--- src/rtl/wsfb_pkg.sv ---
// Shared types, constants and helpers for the WebSocket frame builder.
package wsfb_pkg;

  localparam logic [7:0]  FRAME_HDR0  = 8'h81;   // FIN plus text opcode
  localparam logic [7:0]  MASK_BIT    = 8'h80;
  localparam logic [63:0] LEN7_MAX    = 64'd125;
  localparam logic [63:0] LEN16_MAX   = 64'd65535;
  localparam logic [6:0]  LEN16_CODE  = 7'd126;
  localparam logic [6:0]  LEN64_CODE  = 7'd127;
  localparam int          HDR_IDX_W   = 4;

  typedef enum logic {
    CMD_START   = 1'b0,
    CMD_PAYLOAD = 1'b1
  } cmd_t;

  typedef enum logic [1:0] {
    LC_7  = 2'd0,
    LC_16 = 2'd1,
    LC_64 = 2'd2
  } len_class_t;

  typedef logic [HDR_IDX_W-1:0] hdr_idx_t;

  typedef struct packed {
    cmd_t       cmd;
    logic [63:0] len;
    logic [31:0] key;
    logic [7:0]  pbyte;
    len_class_t  lclass;
  } item_t;

  typedef struct packed {
    logic [7:0] out_byte;
    logic       last_of_frame;
    logic       unexpected_byte;
  } result_t;

  // Header position of the first mask key byte for each length form.
  function automatic hdr_idx_t key_start(len_class_t lc);
    hdr_idx_t ks;
    case (lc)
      LC_7:    ks = hdr_idx_t'(2);
      LC_16:   ks = hdr_idx_t'(4);
      LC_64:   ks = hdr_idx_t'(10);
      default: ks = hdr_idx_t'(2);
    endcase
    return ks;
  endfunction

  // Mask key byte, byte 0 in bits 31..24.
  function automatic logic [7:0] key_byte(logic [31:0] key, logic [1:0] idx);
    logic [7:0] b;
    case (idx)
      2'd0:    b = key[31:24];
      2'd1:    b = key[23:16];
      2'd2:    b = key[15:8];
      2'd3:    b = key[7:0];
      default: b = key[7:0];
    endcase
    return b;
  endfunction

endpackage

--- src/rtl/wsfb_in_if.sv ---
// Input channel interface: command, length, key and payload byte.
interface wsfb_in_if;
  logic        valid;
  logic        ready;
  logic        command;
  logic [63:0] frame_len;
  logic [31:0] mask_key;
  logic [7:0]  payload_byte;

  modport source (output valid, command, frame_len, mask_key, payload_byte,
                  input ready);
  modport sink   (input valid, command, frame_len, mask_key, payload_byte,
                  output ready);
endinterface

--- src/rtl/wsfb_out_if.sv ---
// Result channel interface: one framed output byte per transfer.
interface wsfb_out_if;
  logic       valid;
  logic       ready;
  logic [7:0] out_byte;
  logic       last_of_frame;
  logic       unexpected_byte;

  modport source (output valid, out_byte, last_of_frame, unexpected_byte,
                  input ready);
  modport sink   (input valid, out_byte, last_of_frame, unexpected_byte,
                  output ready);
endinterface

--- src/rtl/wsfb_hdr.sv ---
// Header byte selector: picks the frame header byte at a given position.
module wsfb_hdr (
  input  wsfb_pkg::item_t    item,
  input  wsfb_pkg::hdr_idx_t idx,
  output wsfb_pkg::result_t  hdr_res,
  output logic               hdr_done
);

  wsfb_pkg::hdr_idx_t ks;
  wsfb_pkg::hdr_idx_t lsel;
  wsfb_pkg::hdr_idx_t ksel;
  logic [6:0]         len_code;
  logic [7:0]         b;

  always_comb begin
    ks   = wsfb_pkg::key_start(item.lclass);
    lsel = ks - idx - wsfb_pkg::hdr_idx_t'(1);
    ksel = idx - ks;
    case (item.lclass)
      wsfb_pkg::LC_7:  len_code = item.len[6:0];
      wsfb_pkg::LC_16: len_code = wsfb_pkg::LEN16_CODE;
      wsfb_pkg::LC_64: len_code = wsfb_pkg::LEN64_CODE;
      default:         len_code = wsfb_pkg::LEN64_CODE;
    endcase
    if (idx == wsfb_pkg::hdr_idx_t'(0)) begin
      b = wsfb_pkg::FRAME_HDR0;
    end else if (idx == wsfb_pkg::hdr_idx_t'(1)) begin
      b = wsfb_pkg::MASK_BIT | {1'b0, len_code};
    end else if (idx < ks) begin
      // extended length, most significant byte first
      b = 8'(item.len >> {lsel[2:0], 3'b000});
    end else begin
      b = wsfb_pkg::key_byte(item.key, ksel[1:0]);
    end
    hdr_done                = (idx == ks + wsfb_pkg::hdr_idx_t'(3));
    hdr_res.out_byte        = b;
    hdr_res.last_of_frame   = hdr_done && (item.len == 64'd0);
    hdr_res.unexpected_byte = 1'b0;
  end

endmodule

--- src/rtl/wsfb_state.sv ---
// Open-frame state and payload masking.
module wsfb_state (
  input  logic              clk,
  input  logic              rst_n,
  input  logic              start_commit,
  input  logic              pay_go,
  input  wsfb_pkg::item_t   item,
  output wsfb_pkg::result_t pay_res,
  output logic              frame_open
);

  logic [31:0] key_store_r,  key_store_nxt;
  logic [63:0] bytes_left_r, bytes_left_nxt;
  logic [1:0]  key_index_r,  key_index_nxt;
  logic        frame_open_r, frame_open_nxt;
  logic [63:0] left_dec;

  assign left_dec   = bytes_left_r - 64'd1;
  assign frame_open = frame_open_r;

  always_comb begin
    if (frame_open_r) begin
      pay_res.out_byte        = item.pbyte ^ wsfb_pkg::key_byte(key_store_r, key_index_r);
      pay_res.last_of_frame   = (left_dec == 64'd0);
      pay_res.unexpected_byte = 1'b0;
    end else begin
      pay_res.out_byte        = 8'd0;
      pay_res.last_of_frame   = 1'b0;
      pay_res.unexpected_byte = 1'b1;
    end

    key_store_nxt  = key_store_r;
    bytes_left_nxt = bytes_left_r;
    key_index_nxt  = key_index_r;
    frame_open_nxt = frame_open_r;
    if (start_commit) begin
      key_store_nxt  = item.key;
      bytes_left_nxt = item.len;
      key_index_nxt  = 2'd0;
      frame_open_nxt = (item.len != 64'd0);
    end else if (pay_go && frame_open_r) begin
      key_index_nxt  = key_index_r + 2'd1;
      bytes_left_nxt = left_dec;
      frame_open_nxt = (left_dec != 64'd0);
    end
  end

  always_ff @(posedge clk) begin
    if (!rst_n) begin
      key_store_r  <= 32'd0;
      bytes_left_r <= 64'd0;
      key_index_r  <= 2'd0;
      frame_open_r <= 1'b0;
    end else begin
      key_store_r  <= key_store_nxt;
      bytes_left_r <= bytes_left_nxt;
      key_index_r  <= key_index_nxt;
      frame_open_r <= frame_open_nxt;
    end
  end

endmodule

--- src/rtl/websocket_frame_builder.sv ---
// Top level of the masked client WebSocket text frame builder.
//
//   channel   dir   payload                                        transfer when
//   in_ch     in    command, frame_len, mask_key, payload_byte       valid & ready
//   out_ch    out   out_byte, last_of_frame, unexpected_byte         valid & ready
//
// A payload item emits one byte; bytes leave one per cycle, back to back, unless the output stalls.
// A start item emits one header byte per cycle unless the output stalls: 6, 8 or
// 14 bytes for the 7-bit, 16-bit and 64-bit length forms.
// rst_n is synchronous and clears the item slot, header counter, output valid
// and frame state. A stalled output holds its byte; the input slot still
// takes a new item in the cycle the held one finishes.
module websocket_frame_builder (
  input logic         clk,
  input logic         rst_n,
  wsfb_in_if.sink     in_ch,
  wsfb_out_if.source  out_ch
);

  // input slot
  logic               in_valid_r, in_valid_nxt;
  wsfb_pkg::item_t    in_item_r;
  wsfb_pkg::item_t    in_item_nxt;
  // header position of the start item in the slot
  wsfb_pkg::hdr_idx_t hdr_idx_r, hdr_idx_nxt;
  // output register
  logic               out_valid_r, out_valid_nxt;
  wsfb_pkg::result_t  out_res_r, out_res_nxt;

  wsfb_pkg::result_t  hdr_res, pay_res;
  logic               hdr_done, frame_open;
  logic               can_emit, is_start, item_done, in_xfer;
  wsfb_pkg::len_class_t lclass_in;

  wsfb_hdr u_hdr (
    .item     (in_item_r),
    .idx      (hdr_idx_r),
    .hdr_res  (hdr_res),
    .hdr_done (hdr_done)
  );

  wsfb_state u_state (
    .clk          (clk),
    .rst_n        (rst_n),
    .start_commit (item_done && is_start),
    .pay_go       (item_done && !is_start),
    .item         (in_item_r),
    .pay_res      (pay_res),
    .frame_open   (frame_open)
  );

  // Emit a byte whenever the slot holds work and the output register frees up.
  assign can_emit  = in_valid_r && (!out_valid_r || out_ch.ready);
  assign is_start  = (in_item_r.cmd == wsfb_pkg::CMD_START);
  assign item_done = can_emit && (!is_start || hdr_done);
  assign in_xfer   = in_ch.valid && in_ch.ready;

  assign in_ch.ready            = !in_valid_r || item_done;
  assign out_ch.valid           = out_valid_r;
  assign out_ch.out_byte        = out_res_r.out_byte;
  assign out_ch.last_of_frame   = out_res_r.last_of_frame;
  assign out_ch.unexpected_byte = out_res_r.unexpected_byte;

  always_comb begin
    // classify the length on the way in to keep the header path short
    if (in_ch.frame_len <= wsfb_pkg::LEN7_MAX) begin
      lclass_in = wsfb_pkg::LC_7;
    end else if (in_ch.frame_len <= wsfb_pkg::LEN16_MAX) begin
      lclass_in = wsfb_pkg::LC_16;
    end else begin
      lclass_in = wsfb_pkg::LC_64;
    end

    in_item_nxt  = in_item_r;
    in_valid_nxt = in_valid_r;
    if (in_xfer) begin
      in_item_nxt.cmd    = wsfb_pkg::cmd_t'(in_ch.command);
      in_item_nxt.len    = in_ch.frame_len;
      in_item_nxt.key    = in_ch.mask_key;
      in_item_nxt.pbyte  = in_ch.payload_byte;
      in_item_nxt.lclass = lclass_in;
      in_valid_nxt       = 1'b1;
    end else if (item_done) begin
      in_valid_nxt = 1'b0;
    end

    // advance through the header, restart at zero once it is out
    hdr_idx_nxt = hdr_idx_r;
    if (can_emit && is_start) begin
      hdr_idx_nxt = hdr_done ? wsfb_pkg::hdr_idx_t'(0)
                             : hdr_idx_r + wsfb_pkg::hdr_idx_t'(1);
    end

    out_res_nxt   = out_res_r;
    out_valid_nxt = out_valid_r;
    if (can_emit) begin
      out_res_nxt   = is_start ? hdr_res : pay_res;
      out_valid_nxt = 1'b1;
    end else if (out_ch.ready) begin
      out_valid_nxt = 1'b0;
    end
  end

  always_ff @(posedge clk) begin
    if (!rst_n) begin
      in_valid_r  <= 1'b0;
      hdr_idx_r   <= '0;
      out_valid_r <= 1'b0;
    end else begin
      in_valid_r  <= in_valid_nxt;
      hdr_idx_r   <= hdr_idx_nxt;
      out_valid_r <= out_valid_nxt;
    end
  end

  // payload registers, no reset
  always_ff @(posedge clk) begin
    in_item_r <= in_item_nxt;
    out_res_r <= out_res_nxt;
  end

  // A header in progress always belongs to a start item held in the slot.
  a_hdr_owner: assert property (@(posedge clk) disable iff (!rst_n)
    (hdr_idx_r != '0) |-> (in_valid_r && is_start))
    else $error("header position set without a start item in the slot");

  // The longest header has fourteen bytes.
  a_hdr_bound: assert property (@(posedge clk) disable iff (!rst_n)
    hdr_idx_r <= wsfb_pkg::hdr_idx_t'(13))
    else $error("header position past the longest header");

  // A dropped byte is reported as a zero byte that closes nothing.
  a_drop_shape: assert property (@(posedge clk) disable iff (!rst_n)
    (out_valid_r && out_res_r.unexpected_byte) |->
      (out_res_r.out_byte == 8'd0 && !out_res_r.last_of_frame))
    else $error("dropped byte result carries data or last flag");

  // A payload byte that closes the frame leaves no frame open.
  a_close: assert property (@(posedge clk) disable iff (!rst_n)
    (item_done && !is_start && pay_res.last_of_frame) |=> !frame_open)
    else $error("frame still open after its last payload byte");

endmodule
--- src/flat_wrapper.sv ---
// flat-port wrapper written by rule: the top's interface ports become plain ports
module websocket_frame_builder_flat 
  (clk, rst_n, in_ch_valid, in_ch_command, in_ch_frame_len, in_ch_mask_key, in_ch_payload_byte, in_ch_ready, out_ch_valid, out_ch_out_byte, out_ch_last_of_frame, out_ch_unexpected_byte, out_ch_ready);
  wsfb_in_if in_ch_i ();
  wsfb_out_if out_ch_i ();
  input logic clk;
  input logic rst_n;
  input wire logic [$bits(in_ch_i.valid)-1:0] in_ch_valid;
  input wire logic [$bits(in_ch_i.command)-1:0] in_ch_command;
  input wire logic [$bits(in_ch_i.frame_len)-1:0] in_ch_frame_len;
  input wire logic [$bits(in_ch_i.mask_key)-1:0] in_ch_mask_key;
  input wire logic [$bits(in_ch_i.payload_byte)-1:0] in_ch_payload_byte;
  output wire logic [$bits(in_ch_i.ready)-1:0] in_ch_ready;
  output wire logic [$bits(out_ch_i.valid)-1:0] out_ch_valid;
  output wire logic [$bits(out_ch_i.out_byte)-1:0] out_ch_out_byte;
  output wire logic [$bits(out_ch_i.last_of_frame)-1:0] out_ch_last_of_frame;
  output wire logic [$bits(out_ch_i.unexpected_byte)-1:0] out_ch_unexpected_byte;
  input wire logic [$bits(out_ch_i.ready)-1:0] out_ch_ready;
  assign in_ch_i.valid = in_ch_valid;
  assign in_ch_i.command = in_ch_command;
  assign in_ch_i.frame_len = in_ch_frame_len;
  assign in_ch_i.mask_key = in_ch_mask_key;
  assign in_ch_i.payload_byte = in_ch_payload_byte;
  assign in_ch_ready = in_ch_i.ready;
  assign out_ch_valid = out_ch_i.valid;
  assign out_ch_out_byte = out_ch_i.out_byte;
  assign out_ch_last_of_frame = out_ch_i.last_of_frame;
  assign out_ch_unexpected_byte = out_ch_i.unexpected_byte;
  assign out_ch_i.ready = out_ch_ready;
  websocket_frame_builder u_core (.clk(clk), .rst_n(rst_n), .in_ch(in_ch_i), .out_ch(out_ch_i));
endmodule
--- config.mk ---
export PLATFORM = sky130hd
export DESIGN_NAME = websocket_frame_builder_flat
export DESIGN_NICKNAME = d
export VERILOG_FILES = /design/src/rtl/wsfb_pkg.sv /design/src/rtl/wsfb_in_if.sv /design/src/rtl/wsfb_out_if.sv /design/src/rtl/wsfb_hdr.sv /design/src/rtl/wsfb_state.sv /design/src/rtl/websocket_frame_builder.sv /design/src/flat_wrapper.sv
export SDC_FILE = /design/constraint.sdc
export NUM_CORES = 1
export LEC_CHECK = 0
export BUFFER_PORTS_ARGS = -buffer_cell sky130_fd_sc_hd__buf_2
export CORE_MARGIN = 3
export CORE_UTILIZATION = 45
export CTS_CLUSTER_SIZE = 8
export DETAILED_ROUTE_END_ITERATION = 7
export MAX_ROUTING_LAYER = met4
export PLACE_DENSITY = 0.76
export SETUP_SLACK_MARGIN = 0.2
export SLEW_MARGIN = 10
export SYNTH_ARGS = -nofsm -noshare
export SYNTH_HDL_FRONTEND = slang
export SYNTH_SLANG_ARGS = --single-unit
--- constraint.sdc ---
create_clock -name clk -period 20.5 [get_ports clk]
set_input_delay 3.075 -clock clk [delete_from_list [all_inputs] [get_ports clk]]
set_output_delay 3.075 -clock clk [all_outputs]
set_load 0.03 [all_outputs]
Word-level counts from Yosys, hierarchy flattened
Index checks and enable logic that the tools add are counted.
{ "totals": {"reg_bits": 222, "wordCells": 84} }
{ "classes": {"addsub": 7, "reduce_logical": 25, "n_shift": 1, "magnitude_cmp": 3, "n_eq_ne": 10, "muxes": 20, "bitwise": 3} }
{ "op_table": {"columns": ["cell", "count"], "rows": [
  ["$logic_not 64->1", 2],
  ["$mux 64", 2],
  ["$reduce_bool 64->1", 2],
  ["$le 64x16->1 const B", 1],
  ["$le 64x7->1 const B", 1],
  ["$pmux 8 s4", 2],
  ["$shr 64x6->8", 1],
  ["$sub 64x1->64 const B", 1],
  ["$mux 8", 4],
  ["$mux 10", 2],
  ["$pmux 7 s2", 1],
  ["$eq 2x2->1 const B", 5],
  ["$logic_and 1x1->1", 8],
  ["$pmux 4 s2", 1],
  ["$xor 8x8->8", 1],
  ["$eq 2x1->1 const B", 3],
  ["$logic_not 2->1", 3],
  ["$mux 1", 6],
  ["$reduce_bool 2->1", 3],
  ["$add 4x1->4 const B", 1],
  ["$add 4x2->4 const B", 1],
  ["$eq 4x1->1 const B", 1],
  ["$eq 4x4->1", 1],
  ["$logic_not 4->1", 1],
  ["11 further kinds", 15]
]} }

Logic depth before layout (Yosys ltp)
{ "logic_depth": {"word_depth": 10, "mapped_depth": 11, "depth_no_buf": 9} }

Modules after synthesis
Synthesis repeated with hierarchy kept, for this count alone.
{ "hier_totals": {"hier_cells": 1163, "hier_area_um2": 11776.3} }
{ "by_module_without_submodules": {"columns": ["module", "area_per_inst_um2", "cells_each", "n_inst"], "rows": [
  ["wsfb_state", 6465.0, 835, 1],
  ["websocket_frame_builder", 4075.2, 186, 1],
  ["wsfb_hdr", 1236.2, 142, 1]
]} }

Worst setup path after synthesis
Ideal clock, no wire load.
{ "synth_path": {"path_type": "input -> register", "startpoint": "input out_ch_ready", "endpoint": "register u_core.in_item_r[0] in the netlist's numbering, enable pin", "setup_slack_ns": 11.417, "cell_stages": 3, "t_arrival_ns": 8.475, "path_buffers": 0, "cell_sequence": "nand2b_1 > o21ai_0 > a21oi_1"} }
{ "synth_between": {"elab_chain_len": 5} }
{ "synth_lines": {"columns": ["item", "line_no", "rtl"], "rows": [
  ["from (decl)", "flat_wrapper.sv:18", "input wire logic [$bits(out_ch_i.ready)-1:0] out_ch_ready;"],
  ["$logic_or 1x1->1", "websocket_frame_builder.sv:53", "assign can_emit = in_valid_r && (!out_valid_r || out_ch.ready);"],
  ["$logic_and 1x1->1", "websocket_frame_builder.sv:53", null],
  ["$logic_and 1x1->1", "websocket_frame_builder.sv:55", "assign item_done = can_emit && (!is_start || hdr_done);"],
  ["$logic_or 1x1->1", "websocket_frame_builder.sv:58", "assign in_ch.ready = !in_valid_r || item_done;"],
  ["$logic_and 1x1->1", "websocket_frame_builder.sv:56", "assign in_xfer = in_ch.valid && in_ch.ready;"],
  ["to (signal assigned)", "websocket_frame_builder.sv:118", "in_item_r <= in_item_nxt;"],
  ["to (decl)", "websocket_frame_builder.sv:22", "wsfb_pkg::item_t in_item_r;"]
]} }
Every way passes these cells.
A chain may end at the register's enable or synchronous reset.

Final worst setup path
{ "layout_path": {"startpoint": "input out_ch_ready", "endpoint": "output in_ch_ready"} }
{ "layout_between": {"elab_chain_len": 4} }
{ "layout_lines": {"columns": ["item", "line_no", "rtl"], "rows": [
  ["$logic_or 1x1->1", "websocket_frame_builder.sv:53", null],
  ["$logic_and 1x1->1", "websocket_frame_builder.sv:53", null],
  ["$logic_and 1x1->1", "websocket_frame_builder.sv:55", null],
  ["$logic_or 1x1->1", "websocket_frame_builder.sv:58", null],
  ["to (decl)", "flat_wrapper.sv:13", "output wire logic [$bits(in_ch_i.ready)-1:0] in_ch_ready;"]
]} }
Every way passes these cells.

==> impl_metrics.env <==
export IMPL_rsz0062_at_grt="false"
export IMPL_tightest_slew_ps=1240
export IMPL_hold_class="flop to flop"
export IMPL_rows=57
export IMPL_critPathMaxStageDelay_ps=190
export IMPL_dp_slack_ps=13620
export IMPL_grt_pass1_vias=9260
export IMPL_gp_congestion=0.997
export IMPL_clock_sinks=222
export IMPL_max_cap_violations=0
export IMPL_cts_hold_buffers=0
export IMPL_clk_latency_ps=550
export IMPL_post_dp_hpwl_um=24900
export IMPL_use_met2_pct=38.9
export IMPL_critical_path_most_common_cell="buf_2"
export IMPL_port_buffers=120
export IMPL_path_class="input port to primary output"
export IMPL_synth_net_count=1237
export IMPL_yosysUniqueCellTypes=69
export IMPL_cts_buffer_depth=3
export IMPL_dieArea_um2=27400
export IMPL_critPathMaxFanout=2
export IMPL_synth_cells=1116
export IMPL_drc_errors=0
export IMPL_slew_headroom_pct=17.0
export IMPL_fin_skew_ps=14.3
export IMPL_power_per_cell_area_nw_per_um2=78.1
export IMPL_min_period_ps=6880
export IMPL_seq_area_frac_synth_pct=49.1
export IMPL_cts_tree="done"
export IMPL_post_drt_wl_per_cell_um=22.9
export IMPL_use_met1_pct=38.1
export IMPL_antenna_left=0
export IMPL_fin_crit_sh_pct=33.5
export IMPL_synth_edf_count=117
export IMPL_diodes=0
export IMPL_io_pin_count=121
export IMPL_start_util_pct=46.4
export IMPL_drive_above_1_share_pct=17.7
export IMPL_fmax_mhz=145
export IMPL_die_height_um=165
export IMPL_core_area_um2=24700
export IMPL_dr_pass1_iters=7
export IMPL_cp_arrival_ps=3800
export IMPL_async_reset_ff_share_pct=0
export IMPL_fillers=2215
export IMPL_final_nets=1330
export IMPL_grt_start_max_net_pins=102
export IMPL_status="complete, no violations"
export IMPL_fp_dieW_um=165
export IMPL_synth_seq_cells=222
export IMPL_grt_antenna_before_repair=1
export IMPL_numCtsBuffers=31
export IMPL_grtUsageTotal_pct=26.5
export IMPL_cellLeakagePower_nw=4.63
export IMPL_ff2ff_path_depth=8
export IMPL_holdPathStages=2
export IMPL_ys_flop_type="edfxtp_1"
export IMPL_critPathRequiredTime_ps=17430
export IMPL_drv_slew=0
export IMPL_drtIter0Drc=1220
export IMPL_final_setup_tns_ps=0
export IMPL_grt_busiest_layer="met2"
export IMPL_avgSynthCellArea_um2=10.2
export IMPL_cts_max_level=1
export IMPL_final_setup_viol_count=0
export IMPL_fin_util_pct=53.3
export IMPL_layout_setup_ws_ps=13620
export IMPL_cts_resized=0
export IMPL_postCtsSetupBuffers=0
export IMPL_peakVddDrop_v=0.0000781
export IMPL_finalPower_mw=1.03
export IMPL_wirelength_um=35600
export IMPL_met3_usage_pct=4.22
export IMPL_startpoint_type="input port"
export IMPL_grt_pass1_wl_um=54600
export IMPL_worstPathCellList="buf_2 -> nand2b_1 -> o21ai_0 -> nand2_1 -> buf_2"
export IMPL_route_vias_total=10000
export IMPL_end_kind="primary output"
export IMPL_area_growth_pct=14.9
export IMPL_syn_area_um2=11400
export IMPL_grt_ovfl_total=0
export IMPL_vias_per_cell=6.43
export IMPL_yosysWarnings=0
export IMPL_cts_root_buf="clkbuf_16"
export IMPL_layout_commonest_cell="nand2_1"
export IMPL_final_cell_mix="nand2_1, buf_2, edfxtp_1"
export IMPL_cp_slowest_cell="buf_2"
export IMPL_path_clk_slew_ps=50
export IMPL_finalHoldViolations=0
==> worst paths after layout <==
| path | start | endpoint | slack [ps] |
|---|---|---|---|
| worst min register to register | u_core.u_state.key_store_r[26]$_SDFFE_PN0P_ | u_core.u_state.key_store_r[26]$_SDFFE_PN0P_ | 470 |
| worst min-delay path | u_core.u_state.key_store_r[26]$_SDFFE_PN0P_ | u_core.u_state.key_store_r[26]$_SDFFE_PN0P_ | 470 |
| worst max-delay path | out_ch_ready | in_ch_ready | 13620 |
| worst max register to register | u_core.u_state.bytes_left_r[17]$_SDFFE_PN0P_ | u_core.out_ch.last_of_frame$_DFFE_PP_ | 16340 |
==> routing by layer <==
metal | up-vias | routed length, µm
met2 | 594 | 15700
met4 | 0 | 1160
met5 | - | 0
li1 | 4474 | -
met1 | 4851 | 15200
met3 | 87 | 3580
==> state kept, by name, indices dropped and copies added, names as in the netlist <==
register and count:
u_core.in_item_r 107, u_core.hdr_idx_r 4, u_core.out_ch.valid 1, u_core.out_ch.out_byte 8
u_core.u_state.frame_open 1, u_core.out_ch.unexpected_byte 1, u_core.in_valid_r 1, u_core.out_ch.last_of_frame 1
u_core.u_state.key_index_r 2, u_core.u_state.bytes_left_r 64, u_core.u_state.key_store_r 32
==> per-stage QoR <==
stage | instance area, µm² | hold slack (ps) | std cells
final | 13100 | 467 | 1555
after global routing | 13100 | 485 | 1555
after CTS | 13100 | 468 | 1555
after detailed placement | 12300 | 460 | 1500
after global placement | 12300 | 452 | 1500
after floorplan | 11400 | 443 | 1116
==> where the power goes <==
part	switching [mW]	total [mW]	internal (mW)
Clock	0.184	0.467	0.283
Sequential	0.0177	0.505	0.487
Combinational	0.0302	0.0551	0.0248
==> worst max-delay path: cells and delay by family <==
kind            cells  cell delay, ps
buf+inv             2             290
compound gates      1             180
simple gates        2             250
==> kinds of logic (layout without fill, tap and decap cells) <==
family / count (synthesis) / after routing / synth area share, %
AOI/OAI and AO/OA: 264 / 264 / 15.9
xor gates and xnor gates: 41 / 41 / 3.14
adders and majority gates: 12 / 12 / 1.31
buffers and inverters: 83 / 198 / 2.94
DFF: 222 / 222 / 49.1
muxes: 34 / 34 / 5.60
and+or+nand+nor: 460 / 460 / 22.0
==> cell type report <==
type | instances | area (µm²) | area share (%)
clock inverters | 1 | 8.76 | 0.0666
multi-input cells | 811 | 5510 | 41.9
inverters | 11 | 41.3 | 0.314
clock buffers | 54 | 872 | 6.63
repair buffers | 132 | 693 | 5.27
well taps | 324 | 405 | 3.08
flip-flops and latches | 222 | 5620 | 42.7
==> synthesized netlist by cell type (all sizes together) (2+ instances only) <==
cell type  instances  share of area [%]
nor2b             39                2.1
nand4b             7               0.54
a221oi            21                1.6
nand4             26                1.6
nand3             17               0.79
a21o               2               0.13
a21boi            60                3.9
o22ai              8               0.44
nand2            140                4.6
nand2b             7               0.38
nor4b              6               0.46
mux2i             10               0.88
o211ai            10               0.66
dfxtp            105                 18
and3               3               0.16
nor3              38                1.8
xor2              17                1.3
buf               13               0.65
and2               8               0.44
or3               18                1.1
o311ai             6               0.46
nor4              70                4.6
nor2              61                2.0
o31ai             11               0.72
a31oi              5               0.27
mux4              24                4.7
clkbuf            59                1.9
xnor2             24                1.8
and3b              2               0.15
ha                12                1.3
nand3b             2               0.13
inv               11               0.36
nor3b              5               0.33
a211o              2               0.16
a32oi              6               0.46
edfxtp           117                 31
a22oi             12               0.79
or2                4               0.22
or4                4               0.30
a21oi             37                1.6
a222oi            14                1.2
o21ai             61                2.7
(Power assumes the default switching activity.)
